[config.mk]
export PLATFORM = sky130hd
export DESIGN_NAME = linear_search_key_value_table
export DESIGN_NICKNAME = d
export VERILOG_FILES = /design/src/rtl/lskv_pkg.sv /design/src/rtl/lskv_cell.sv /design/src/rtl/linear_search_key_value_table.sv
export SDC_FILE = /design/constraint.sdc
export NUM_CORES = 2
export LEC_CHECK = 0
export BUFFER_PORTS_ARGS = -buffer_cell sky130_fd_sc_hd__buf_2
export CORE_MARGIN = 2
export CORE_UTILIZATION = 45
export CTS_CLUSTER_SIZE = 10
export DETAILED_ROUTE_END_ITERATION = 10
export PLACE_DENSITY = 0.65
export RECOVER_POWER = 100
export SYNTH_ARGS = -nofsm -noshare
export SYNTH_HDL_FRONTEND = slang
export SYNTH_HIERARCHICAL = 1
export SYNTH_SLANG_ARGS = --single-unit
[constraint.sdc]
create_clock -name clk_i -period 6.5 [get_ports clk_i]
set_input_delay 0.975 -clock clk_i [delete_from_list [all_inputs] [get_ports clk_i]]
set_output_delay 0.975 -clock clk_i [all_outputs]
set_load 0.02 [all_outputs]
[src/rtl/lskv_pkg.sv]
`timescale 1ns / 1ps
// ----------------------------------------------------------------------------
// lskv_pkg
// Shared codes and types for the linear-search key/value table.
// ----------------------------------------------------------------------------
package lskv_pkg;

  localparam logic [2:0] CMD_READ_INSERT = 3'd0;
  localparam logic [2:0] CMD_WRITE       = 3'd1;
  localparam logic [2:0] CMD_PEEK        = 3'd2;
  localparam logic [2:0] CMD_REMOVE      = 3'd3;
  localparam logic [2:0] CMD_CLEAR       = 3'd4;

  localparam logic [1:0] ST_HIT      = 2'd0;
  localparam logic [1:0] ST_INSERTED = 2'd1;
  localparam logic [1:0] ST_MISS     = 2'd2;
  localparam logic [1:0] ST_FULL     = 2'd3;

  typedef enum logic [2:0] {
    S_IDLE = 3'b001,
    S_CMP  = 3'b010,
    S_UPD  = 3'b100
  } state_e;

  // Broadcast from the controller to every cell of the row.
  typedef struct packed {
    logic cmp_en;     // capture the key compare result
    logic write_hit;  // matching cell takes the new value
    logic append;     // cell at the current count takes the new pair
    logic remove;     // cells at or above the hit take their neighbor's pair
  } cell_ctrl_t;

endpackage

[src/rtl/lskv_cell.sv]
`timescale 1ns / 1ps
// ----------------------------------------------------------------------------
// lskv_cell
// One entry of the table: holds a key/value pair, compares it against the
// request key and takes its upper neighbor's pair when the list closes a gap.
// ----------------------------------------------------------------------------
module lskv_cell #(
  parameter int INDEX      = 0,
  parameter int KEY_BITS   = 32,
  parameter int VALUE_BITS = 32,
  parameter int CNT_W      = 5,
  parameter int IDX_W      = 4
) (
  input  logic                   clk_i,
  input  logic                   rst_ni,
  input  lskv_pkg::cell_ctrl_t   ctrl_i,
  input  logic [KEY_BITS-1:0]    req_key_i,
  input  logic [VALUE_BITS-1:0]  upd_value_i,
  input  logic [CNT_W-1:0]       count_i,
  input  logic [IDX_W-1:0]       hit_idx_i,
  input  logic [KEY_BITS-1:0]    nbr_key_i,
  input  logic [VALUE_BITS-1:0]  nbr_value_i,
  output logic [KEY_BITS-1:0]    key_o,
  output logic [VALUE_BITS-1:0]  value_o,
  output logic                   match_o
);
  import lskv_pkg::*;

  localparam logic [CNT_W-1:0] MY_POS = CNT_W'(INDEX);
  localparam logic [IDX_W-1:0] MY_IDX = IDX_W'(INDEX);

  logic [KEY_BITS-1:0]   key_q;
  logic [VALUE_BITS-1:0] value_q;
  logic                  match_q;
  logic                  occupied;

  assign occupied = MY_POS < count_i;

  always_ff @(posedge clk_i or negedge rst_ni) begin
    if (!rst_ni) begin
      match_q <= 1'b0;
    end else if (ctrl_i.cmp_en) begin
      match_q <= occupied && (key_q == req_key_i);
    end
  end

  always_ff @(posedge clk_i) begin
    if (ctrl_i.remove && (MY_IDX >= hit_idx_i)) begin
      key_q   <= nbr_key_i;
      value_q <= nbr_value_i;
    end else if (ctrl_i.append && (MY_POS == count_i)) begin
      key_q   <= req_key_i;
      value_q <= upd_value_i;
    end else if (ctrl_i.write_hit && match_q) begin
      value_q <= upd_value_i;
    end
  end

  assign key_o   = key_q;
  assign value_o = value_q;
  assign match_o = match_q;

endmodule

[src/rtl/linear_search_key_value_table.sv]
`timescale 1ns / 1ps
// ----------------------------------------------------------------------------
// linear_search_key_value_table
// Small associative table kept as a compact list in a row of entry cells.
// ----------------------------------------------------------------------------
// Each request passes a compare state and then an update state. In the
// compare state every occupied cell compares its key with the request key
// and registers the result; in the update state the hit is resolved, the
// row is updated (append at the end, value write, or a one-place shift of
// the entries above a removed one) and the result is loaded into the output
// register. A new request is taken in the same cycle as the update; a held
// result stalls the update cycle. Keys are unique in the list, so at most
// one cell matches. A full table refuses an insert with status full. No
// clearing pass is needed after reset.
// ----------------------------------------------------------------------------
module linear_search_key_value_table #(
  parameter int ENTRIES    = 16,
  parameter int KEY_BITS   = 32,
  parameter int VALUE_BITS = 32
) (
  input  logic                  clk_i,
  input  logic                  rst_ni,
  input  logic                  in_valid_i,
  output logic                  in_stall_o,
  input  logic [2:0]            command_i,
  input  logic [KEY_BITS-1:0]   key_i,
  input  logic [VALUE_BITS-1:0] write_value_i,
  output logic                  out_valid_o,
  input  logic                  out_stall_i,
  output logic [31:0]           read_value_o,
  output logic [1:0]            status_o,
  output logic [4:0]            entry_count_o
);
  import lskv_pkg::*;

  localparam int CNT_W = $clog2(ENTRIES + 1);
  localparam int IDX_W = (ENTRIES > 1) ? $clog2(ENTRIES) : 1;
  localparam logic [CNT_W-1:0] FULL_COUNT = CNT_W'(ENTRIES);

  state_e                state_q, state_d;
  logic [2:0]            cmd_q;
  logic [KEY_BITS-1:0]   key_q;
  logic [VALUE_BITS-1:0] wv_q;
  logic [CNT_W-1:0]      count_q, count_d;
  logic                  out_valid_q;
  logic [31:0]           read_value_q;
  logic [1:0]            status_q;
  logic [4:0]            entry_count_q;

  logic                  in_xfer;
  logic                  proceed;
  cell_ctrl_t            ctrl;

  logic [KEY_BITS-1:0]   cell_key   [ENTRIES];
  logic [VALUE_BITS-1:0] cell_value [ENTRIES];
  logic [ENTRIES-1:0]    cell_match;

  logic                  hit;
  logic [IDX_W-1:0]      hit_idx;
  logic [VALUE_BITS-1:0] hit_value;
  logic [VALUE_BITS-1:0] rv;
  logic [1:0]            st;
  logic                  do_write_hit, do_append, do_remove;

  logic [VALUE_BITS+31:0] rv_ext;
  logic [CNT_W+4:0]       count_ext;

  // The update cycle can only finish when the output register is free.
  assign proceed    = (state_q == S_UPD) && (!out_valid_q || !out_stall_i);
  assign in_stall_o = !((state_q == S_IDLE) || proceed);
  assign in_xfer    = in_valid_i && !in_stall_o;

  always_comb begin
    state_d = state_q;
    case (state_q)
      S_IDLE:  if (in_xfer) state_d = S_CMP;
      S_CMP:   state_d = S_UPD;
      S_UPD:   if (proceed) state_d = in_xfer ? S_CMP : S_IDLE;
      default: state_d = S_IDLE;
    endcase
  end

  // Matches are one-hot, so a plain OR gathers index and value.
  always_comb begin
    hit       = |cell_match;
    hit_idx   = '0;
    hit_value = '0;
    for (int i = 0; i < ENTRIES; i++) begin
      if (cell_match[i]) begin
        hit_idx   = hit_idx | IDX_W'(i);
        hit_value = hit_value | cell_value[i];
      end
    end
  end

  always_comb begin
    rv           = '0;
    st           = ST_MISS;
    count_d      = count_q;
    do_write_hit = 1'b0;
    do_append    = 1'b0;
    do_remove    = 1'b0;
    case (cmd_q)
      CMD_READ_INSERT, CMD_WRITE: begin
        if (hit) begin
          do_write_hit = (cmd_q == CMD_WRITE);
          rv           = (cmd_q == CMD_WRITE) ? wv_q : hit_value;
          st           = ST_HIT;
        end else if (count_q != FULL_COUNT) begin
          do_append = 1'b1;
          rv        = (cmd_q == CMD_WRITE) ? wv_q : '0;
          st        = ST_INSERTED;
          count_d   = count_q + 1'b1;
        end else begin
          st = ST_FULL;
        end
      end
      CMD_PEEK: begin
        if (hit) begin
          rv = hit_value;
          st = ST_HIT;
        end
      end
      CMD_REMOVE: begin
        if (hit) begin
          do_remove = 1'b1;
          st        = ST_HIT;
          count_d   = count_q - 1'b1;
        end
      end
      CMD_CLEAR: begin
        st      = ST_HIT;
        count_d = '0;
      end
      default: ;
    endcase
  end

  assign ctrl.cmp_en    = (state_q == S_CMP);
  assign ctrl.write_hit = proceed && do_write_hit;
  assign ctrl.append    = proceed && do_append;
  assign ctrl.remove    = proceed && do_remove;

  for (genvar g = 0; g < ENTRIES; g++) begin : g_cell
    logic [KEY_BITS-1:0]   nbr_key;
    logic [VALUE_BITS-1:0] nbr_value;
    if (g == ENTRIES - 1) begin : g_top
      assign nbr_key   = cell_key[g];
      assign nbr_value = cell_value[g];
    end else begin : g_mid
      assign nbr_key   = cell_key[g+1];
      assign nbr_value = cell_value[g+1];
    end
    lskv_cell #(
      .INDEX      (g),
      .KEY_BITS   (KEY_BITS),
      .VALUE_BITS (VALUE_BITS),
      .CNT_W      (CNT_W),
      .IDX_W      (IDX_W)
    ) u_cell (
      .clk_i       (clk_i),
      .rst_ni      (rst_ni),
      .ctrl_i      (ctrl),
      .req_key_i   (key_q),
      .upd_value_i (rv),
      .count_i     (count_q),
      .hit_idx_i   (hit_idx),
      .nbr_key_i   (nbr_key),
      .nbr_value_i (nbr_value),
      .key_o       (cell_key[g]),
      .value_o     (cell_value[g]),
      .match_o     (cell_match[g])
    );
  end

  assign rv_ext    = {32'b0, rv};
  assign count_ext = {5'b0, count_d};

  always_ff @(posedge clk_i or negedge rst_ni) begin
    if (!rst_ni) begin
      state_q     <= S_IDLE;
      count_q     <= '0;
      out_valid_q <= 1'b0;
    end else begin
      state_q <= state_d;
      if (proceed) begin
        count_q     <= count_d;
        out_valid_q <= 1'b1;
      end else if (!out_stall_i) begin
        out_valid_q <= 1'b0;
      end
    end
  end

  always_ff @(posedge clk_i) begin
    if (in_xfer) begin
      cmd_q <= command_i;
      key_q <= key_i;
      wv_q  <= write_value_i;
    end
    if (proceed) begin
      read_value_q  <= rv_ext[31:0];
      status_q      <= st;
      entry_count_q <= count_ext[4:0];
    end
  end

  assign out_valid_o   = out_valid_q;
  assign read_value_o  = read_value_q;
  assign status_o      = status_q;
  assign entry_count_o = entry_count_q;

endmodule

Yosys cells after proc, flatten, opt, wreduce, memory -nomap -nowiden. Cells that the tools add are included.

Bits in registers: 1155. Input bits: 71.

$lt $le $gt $ge: 32. Equality and inequality tests: 42. Reductions and logical operators: 113. Muxes and demuxes: 135. Bitwise gates (word level): 16. $add $sub $neg: 2.

Operators with widths (number): 2-to-1 mux 32 bit (98); equality test 32 bit (16); OR 32 bit (15); logical AND 1 bit (69); case mux 32 bit (2 select lines) (1); nonzero test 3 bit (15); equality test 4 x 5 -> 1 bit, first input constant (8); less-than comparator 4 x 5 -> 1 bit, first input constant (8); >= comparator 4 bit, first input constant (8); 2-to-1 mux 4 bit (8); nonzero test 2 bit (16); equality test 3 x 5 -> 1 bit, first input constant (4); less-than comparator 3 x 5 -> 1 bit, first input constant (4); 2-to-1 mux 3 bit (6); >= comparator 3 x 4 -> 1 bit, first input constant (4); OR reduction 16 bit (1); 2-to-1 mux 5 bit (3); case mux 5 bit (3 select lines) (1); 2-to-1 mux 2 bit (6); equality test 2 x 5 -> 1 bit, first input constant (2); less-than comparator 1 x 5 -> 1 bit, first input constant (2); less-than comparator 2 x 5 -> 1 bit, first input constant (2); 2-to-1 mux 1 bit (10); equality test 3 x 2 -> 1 bit, second input constant (3); other kinds (19) (30).

Depth between registers and ports, before layout.
Word-level depth: 37. Gate-level depth with buffers: 11. Depth with buffers taken out: 9.

Hierarchy. Netlist, hierarchy kept.

By module, submodules not included: linear_search_key_value_table (area an instance 7339.5 µm², cells an instance 659, times used 1); lskv_cell at g_cell[2].u_cell (area an instance 3333.2 µm², cells an instance 189, times used 1); lskv_cell at g_cell[4].u_cell (area an instance 3324.4 µm², cells an instance 189, times used 1); lskv_cell at g_cell[9].u_cell (area an instance 3320.7 µm², cells an instance 188, times used 1); lskv_cell at g_cell[12].u_cell (area an instance 3294.4 µm², cells an instance 190, times used 1); lskv_cell at g_cell[8].u_cell (area an instance 3285.7 µm², cells an instance 190, times used 1); lskv_cell at g_cell[0].u_cell (area an instance 3273.1 µm², cells an instance 189, times used 1); lskv_cell at g_cell[6].u_cell (area an instance 3183.1 µm², cells an instance 190, times used 1); lskv_cell at g_cell[3].u_cell (area an instance 3174.3 µm², cells an instance 185, times used 1); lskv_cell at g_cell[1].u_cell (area an instance 3153.0 µm², cells an instance 185, times used 1); lskv_cell at g_cell[5].u_cell (area an instance 3148.0 µm², cells an instance 188, times used 1); lskv_cell at g_cell[10].u_cell (area an instance 3144.3 µm², cells an instance 190, times used 1); lskv_cell at g_cell[7].u_cell (area an instance 3143.0 µm², cells an instance 186, times used 1); lskv_cell at g_cell[11].u_cell (area an instance 3129.3 µm², cells an instance 186, times used 1); 3 more rows.

Worst setup path after synthesis. OpenSTA, ideal clock, no wires.

Path type: input to register. From: input port out_stall_i. To: register g_cell[13].u_cell.value_q[0] (enable). Stages on the path: 7. Slack: 21 ps. Buffers on the path: 0. Data arrival time: 6091 ps. Setup time: 388 ps. Required time: 6112 ps. Path through: nand2_1 nand4_1 inv_1 and3_1 nand4_1 o31ai_1 a21o_1.

RTL lines: from (decl) (RTL line linear_search_key_value_table.sv:29) `input logic out_stall_i,`; to (signal assigned) (RTL line lskv_cell.sv:50) `value_q <= nbr_value_i;`; to (signal assigned) (RTL line lskv_cell.sv:53) `value_q <= upd_value_i;`; to (signal assigned) (RTL line lskv_cell.sv:55) `value_q <= upd_value_i;`; to (decl) (RTL line lskv_cell.sv:33) `logic [VALUE_BITS-1:0] value_q;`.

==> results.json <==
{
  "status": "finished, violations left",
  "violations": "capacitance limit, slew limit",
  "crit_required_ns": 7.01,
  "wl_per_cell_um": 31.4,
  "clk_pin_slew_ns": 0.06,
  "async_reset_ff_frac": 0.0216,
  "grt.overflow.total": 0,
  "synth_ff_type": "edfxtp_1",
  "htree_levels": 4,
  "rows": 132,
  "rrSetupSlack_ns": 1.16,
  "fin_worst_skew_ns": 0.0341,
  "r2r-start": "g_cell[15].u_cell/match_o",
  "yosysSeqAreaShare": 0.590,
  "reg2reg_to": "g_cell[7].u_cell/key_o[29]",
  "fillers": 11198,
  "busiest_layer": "met2",
  "hold_depth": 1,
  "timing.final.max_slew_violations": 876,
  "hpwl_mm": 106,
  "cp.arrival_ns": 5.84,
  "critPathKind": "reg -> reg",
  "fmax_mhz": 187,
  "fin_crit_ns": 5.34,
  "peakVddDrop_v": 0.000261,
  "ys_ff_latch": 1155,
  "root_buffer": "clkbuf_16",
  "cp_slowest_cell": "clkbuf_2",
  "antenna_found_initial": 5,
  "drt_first_pass_iters": 6,
  "postCtsHoldBufs": 0,
  "path_delay_family": "simple AND/OR/NAND/NOR gates",
  "ant_nets": 0,
  "synth_area_mm2": 0.0586,
  "internal-power_mw": 13.6,
  "path_buf_inv": 2,
  "hold_start": "key_i[25]",
  "p_seq_frac": 0.471,
  "start_util": 0.453,
  "synth-edff-count": 1130,
  "ios": 112,
  "cts_resized": 0,
  "die_h_um": 365,
  "total_power_mw": 18.5,
  "maxCapViolCount": 28,
  "areaGrowthSynthToFinish_pct": 8.67,
  "drtIter0Drc": 4156,
  "max_slew_margin": -1.24,
  "cts_buffers": 137,
  "hold_end": "key_q[25]",
  "crit_path_end_kind": "flop",
  "core_area_mm2": 0.129,
  "power_density_mw_per_mm2": 290,
  "grt_max_degree": 65,
  "syn_area_per_cell_um2": 16.0,
  "critPathLaunchType": "flop",
  "clock_sinks": 1155,
  "slowest_delay_ns": 1.30,
  "place_congestion": 0.863,
  "synth_cells": 3666,
  "drc": 0,
  "routed_wl_mm": 178,
  "grt_pass1_wl_mm": 255,
  "cts_tree": "yes",
  "p_switching_mw": 4.88,
  "cp_max_fo": 47,
  "switching_share": 0.264,
  "io_buffer_count": 111,
  "postSynthNetCount": 3739,
  "yosys_warnings": 6,
  "clock_power_share": 0.378,
  "vias_per_cell": 6.25,
  "setup_violations": 0,
  "nNetsFinal": 3926,
  "post-route-period-util": 0.821,
  "r2r_cells": 8,
  "clockBufferDepth": 3,
  "vias": 35341,
  "post_cts_buffers": 0,
  "yosysUniqueCellTypes": 81,
  "path_cells": "nor4_1, nand4_1, clkbuf_1, nand2_1, nor2_4, nand2b_1, clkbuf_2, mux2_2",
  "rsz0062_at_grt": "no",
  "fin_setup_tns_ns": 0,
  "die_x_um": 365,
  "drive_gt1_frac": 0.243,
  "grt_pass1_vias": 35461,
  "p_leak_nw": 22.0,
  "power_frac_comb": 0.151,
  "clock_latency_ns": 0.79,
  "grtUsageTotal": 0.265,
  "worst_pin_slew_ns": 3.36,
  "grtUsageMet2": 0.412,
  "dieArea_mm2": 0.133,
  "hold_viol_final": 0,
  "met1_usage": 0.364,
  "hp-class": "in -> reg",
  "grtUsageMet3": 0.0555
}
layout by cell type, fill, tap and decap left out, types with 87 or more instances in the layout:
| cell type | n |
|---|---|
| a22o_1 | 119 |
| edfxtp_1 | 1130 |
| a221oi_1 | 97 |
| nor4_1 | 110 |
| clkbuf_16 | 139 |
| xor2_1 | 423 |
| clkbuf_1 | 109 |
| xnor2_1 | 87 |
| mux2_1 | 448 |
| mux2_2 | 563 |
registers in the layout, indices dropped and copies added (netlist names):
name and count:
g_cell.u_cell/key_o 512, g_cell.u_cell/value_o 512, key_q 32, read_value_o 32
wv_q 32, g_cell.u_cell/match_o 16, count_q 5, entry_count_o 5
cmd_q 3, state_q 3, status_o 2, out_valid_o 1
metal layers:
metal  share of wire  vias to the layer above
li1                -                    14909
met1            0.42                    18079
met2            0.45                     1915
met3           0.092                      436
met4           0.040                        2
met5         0.00010                        -
synthesized netlist by cell type, drive strengths merged (11+ instances only):
cell type / instances / area, um^2
inv: 16 / 60.1
xnor2: 88 / 778
nand2b: 21 / 139
xor2: 423 / 3700
a21oi: 19 / 95.1
nor2: 21 / 88.8
buf: 143 / 1190
a2111oi: 11 / 115
o21ai: 19 / 95.1
edfxtp: 1130 / 33900
a22o: 119 / 1040
o31ai: 13 / 118
nor4: 118 / 830
mux2: 1024 / 12500
a22oi: 52 / 390
a221oi: 97 / 850
nand4: 75 / 469
a21o: 13 / 97.6
dfrtp: 24 / 601
nand2: 46 / 173
clkbuf: 46 / 173
nor3: 15 / 91.3
nand3: 46 / 230
power by group through the flow:
| stage | Sequential (mW) | Clock (mW) | Combinational (mW) |
|---|---|---|---|
| after floorplan | 9.09 | 0 | 1.69 |
| after global placement | 8.85 | 0 | 2.88 |
| after detailed placement | 8.84 | 0 | 2.93 |
| after CTS | 8.69 | 7.10 | 2.95 |
| after global routing | 8.71 | 7.37 | 2.99 |
| final | 8.70 | 6.98 | 2.79 |
layout make-up:
class	instances	area (um^2)	share of cell area
multi-input combinational	2306	21600	0.340
clock buffer	180	3660	0.0575
sequential	1155	34600	0.543
antenna	1	2.50	0.0000393
timing repair buffer	237	1310	0.0206
clock inverter	21	224	0.00352
inverter	16	60.1	0.000944
tap	1742	2180	0.0342
metrics by stage:
stage / hold slack (ns) / worst slack [ns] / utilization / std cells / area [um^2]
3_5_place_dp: 0.527 / 1.54 / 0.473 / 5455 / 61100
4_1_cts: 0.286 / 2.08 / 0.503 / 5656 / 65000
5_1_grt: 0.342 / 0.937 / 0.492 / 5657 / 63600
2_1_floorplan: 0.473 / 0.0212 / - / 3666 / 58600
3_3_place_gp: 0.512 / 1.55 / 0.473 / 5455 / 61100
6_report: 0.371 / 1.16 / 0.492 / 5658 / 63700
kinds of logic (layout without fill, tap and decap cells):
family                     count (synthesis)  after routing  synth area share
adders and majority gates                  2              2          0.000427
AOI/OAI and AO/OA                        383            383            0.0546
muxes                                   1027           1027             0.214
other                                      0              1                 0
xor gates and xnor gates                 511            511            0.0765
and+or+nand+nor                          383            383            0.0400
buffers and inverters                    205            454            0.0243
DFF                                     1155           1155             0.590
worst reg2reg max path, delay by kind of cell (launching register included):
family,cells,cell delay [ns]
buffers and inverters,2,1.69
muxes,1,0.67
DFF,1,0.40
and+or+nand+nor,5,2.33
worst max-delay path by stage:
| stage | from | to | slack (ns) | depth (start not counted) |
|---|---|---|---|---|
| 6_report | g_cell[15].u_cell/match_o | g_cell[7].u_cell/key_o[29] | 1.16 | 8 |
| 3_5_place_dp | out_stall_i | g_cell[11].u_cell/value_o[8] | 1.54 | 11 |
| 3_3_place_gp | out_stall_i | g_cell[11].u_cell/value_o[20] | 1.55 | 11 |
| 2_1_floorplan | out_stall_i | g_cell[13].u_cell/value_o[0] | 0.02 | 7 |
| 4_1_cts | g_cell[15].u_cell/match_o | g_cell[11].u_cell/value_o[9] | 2.08 | 8 |
| 5_1_grt | g_cell[15].u_cell/match_o | g_cell[10].u_cell/value_o[15] | 0.94 | 11 |
Note: power is estimated with default switching activity, not from simulation.
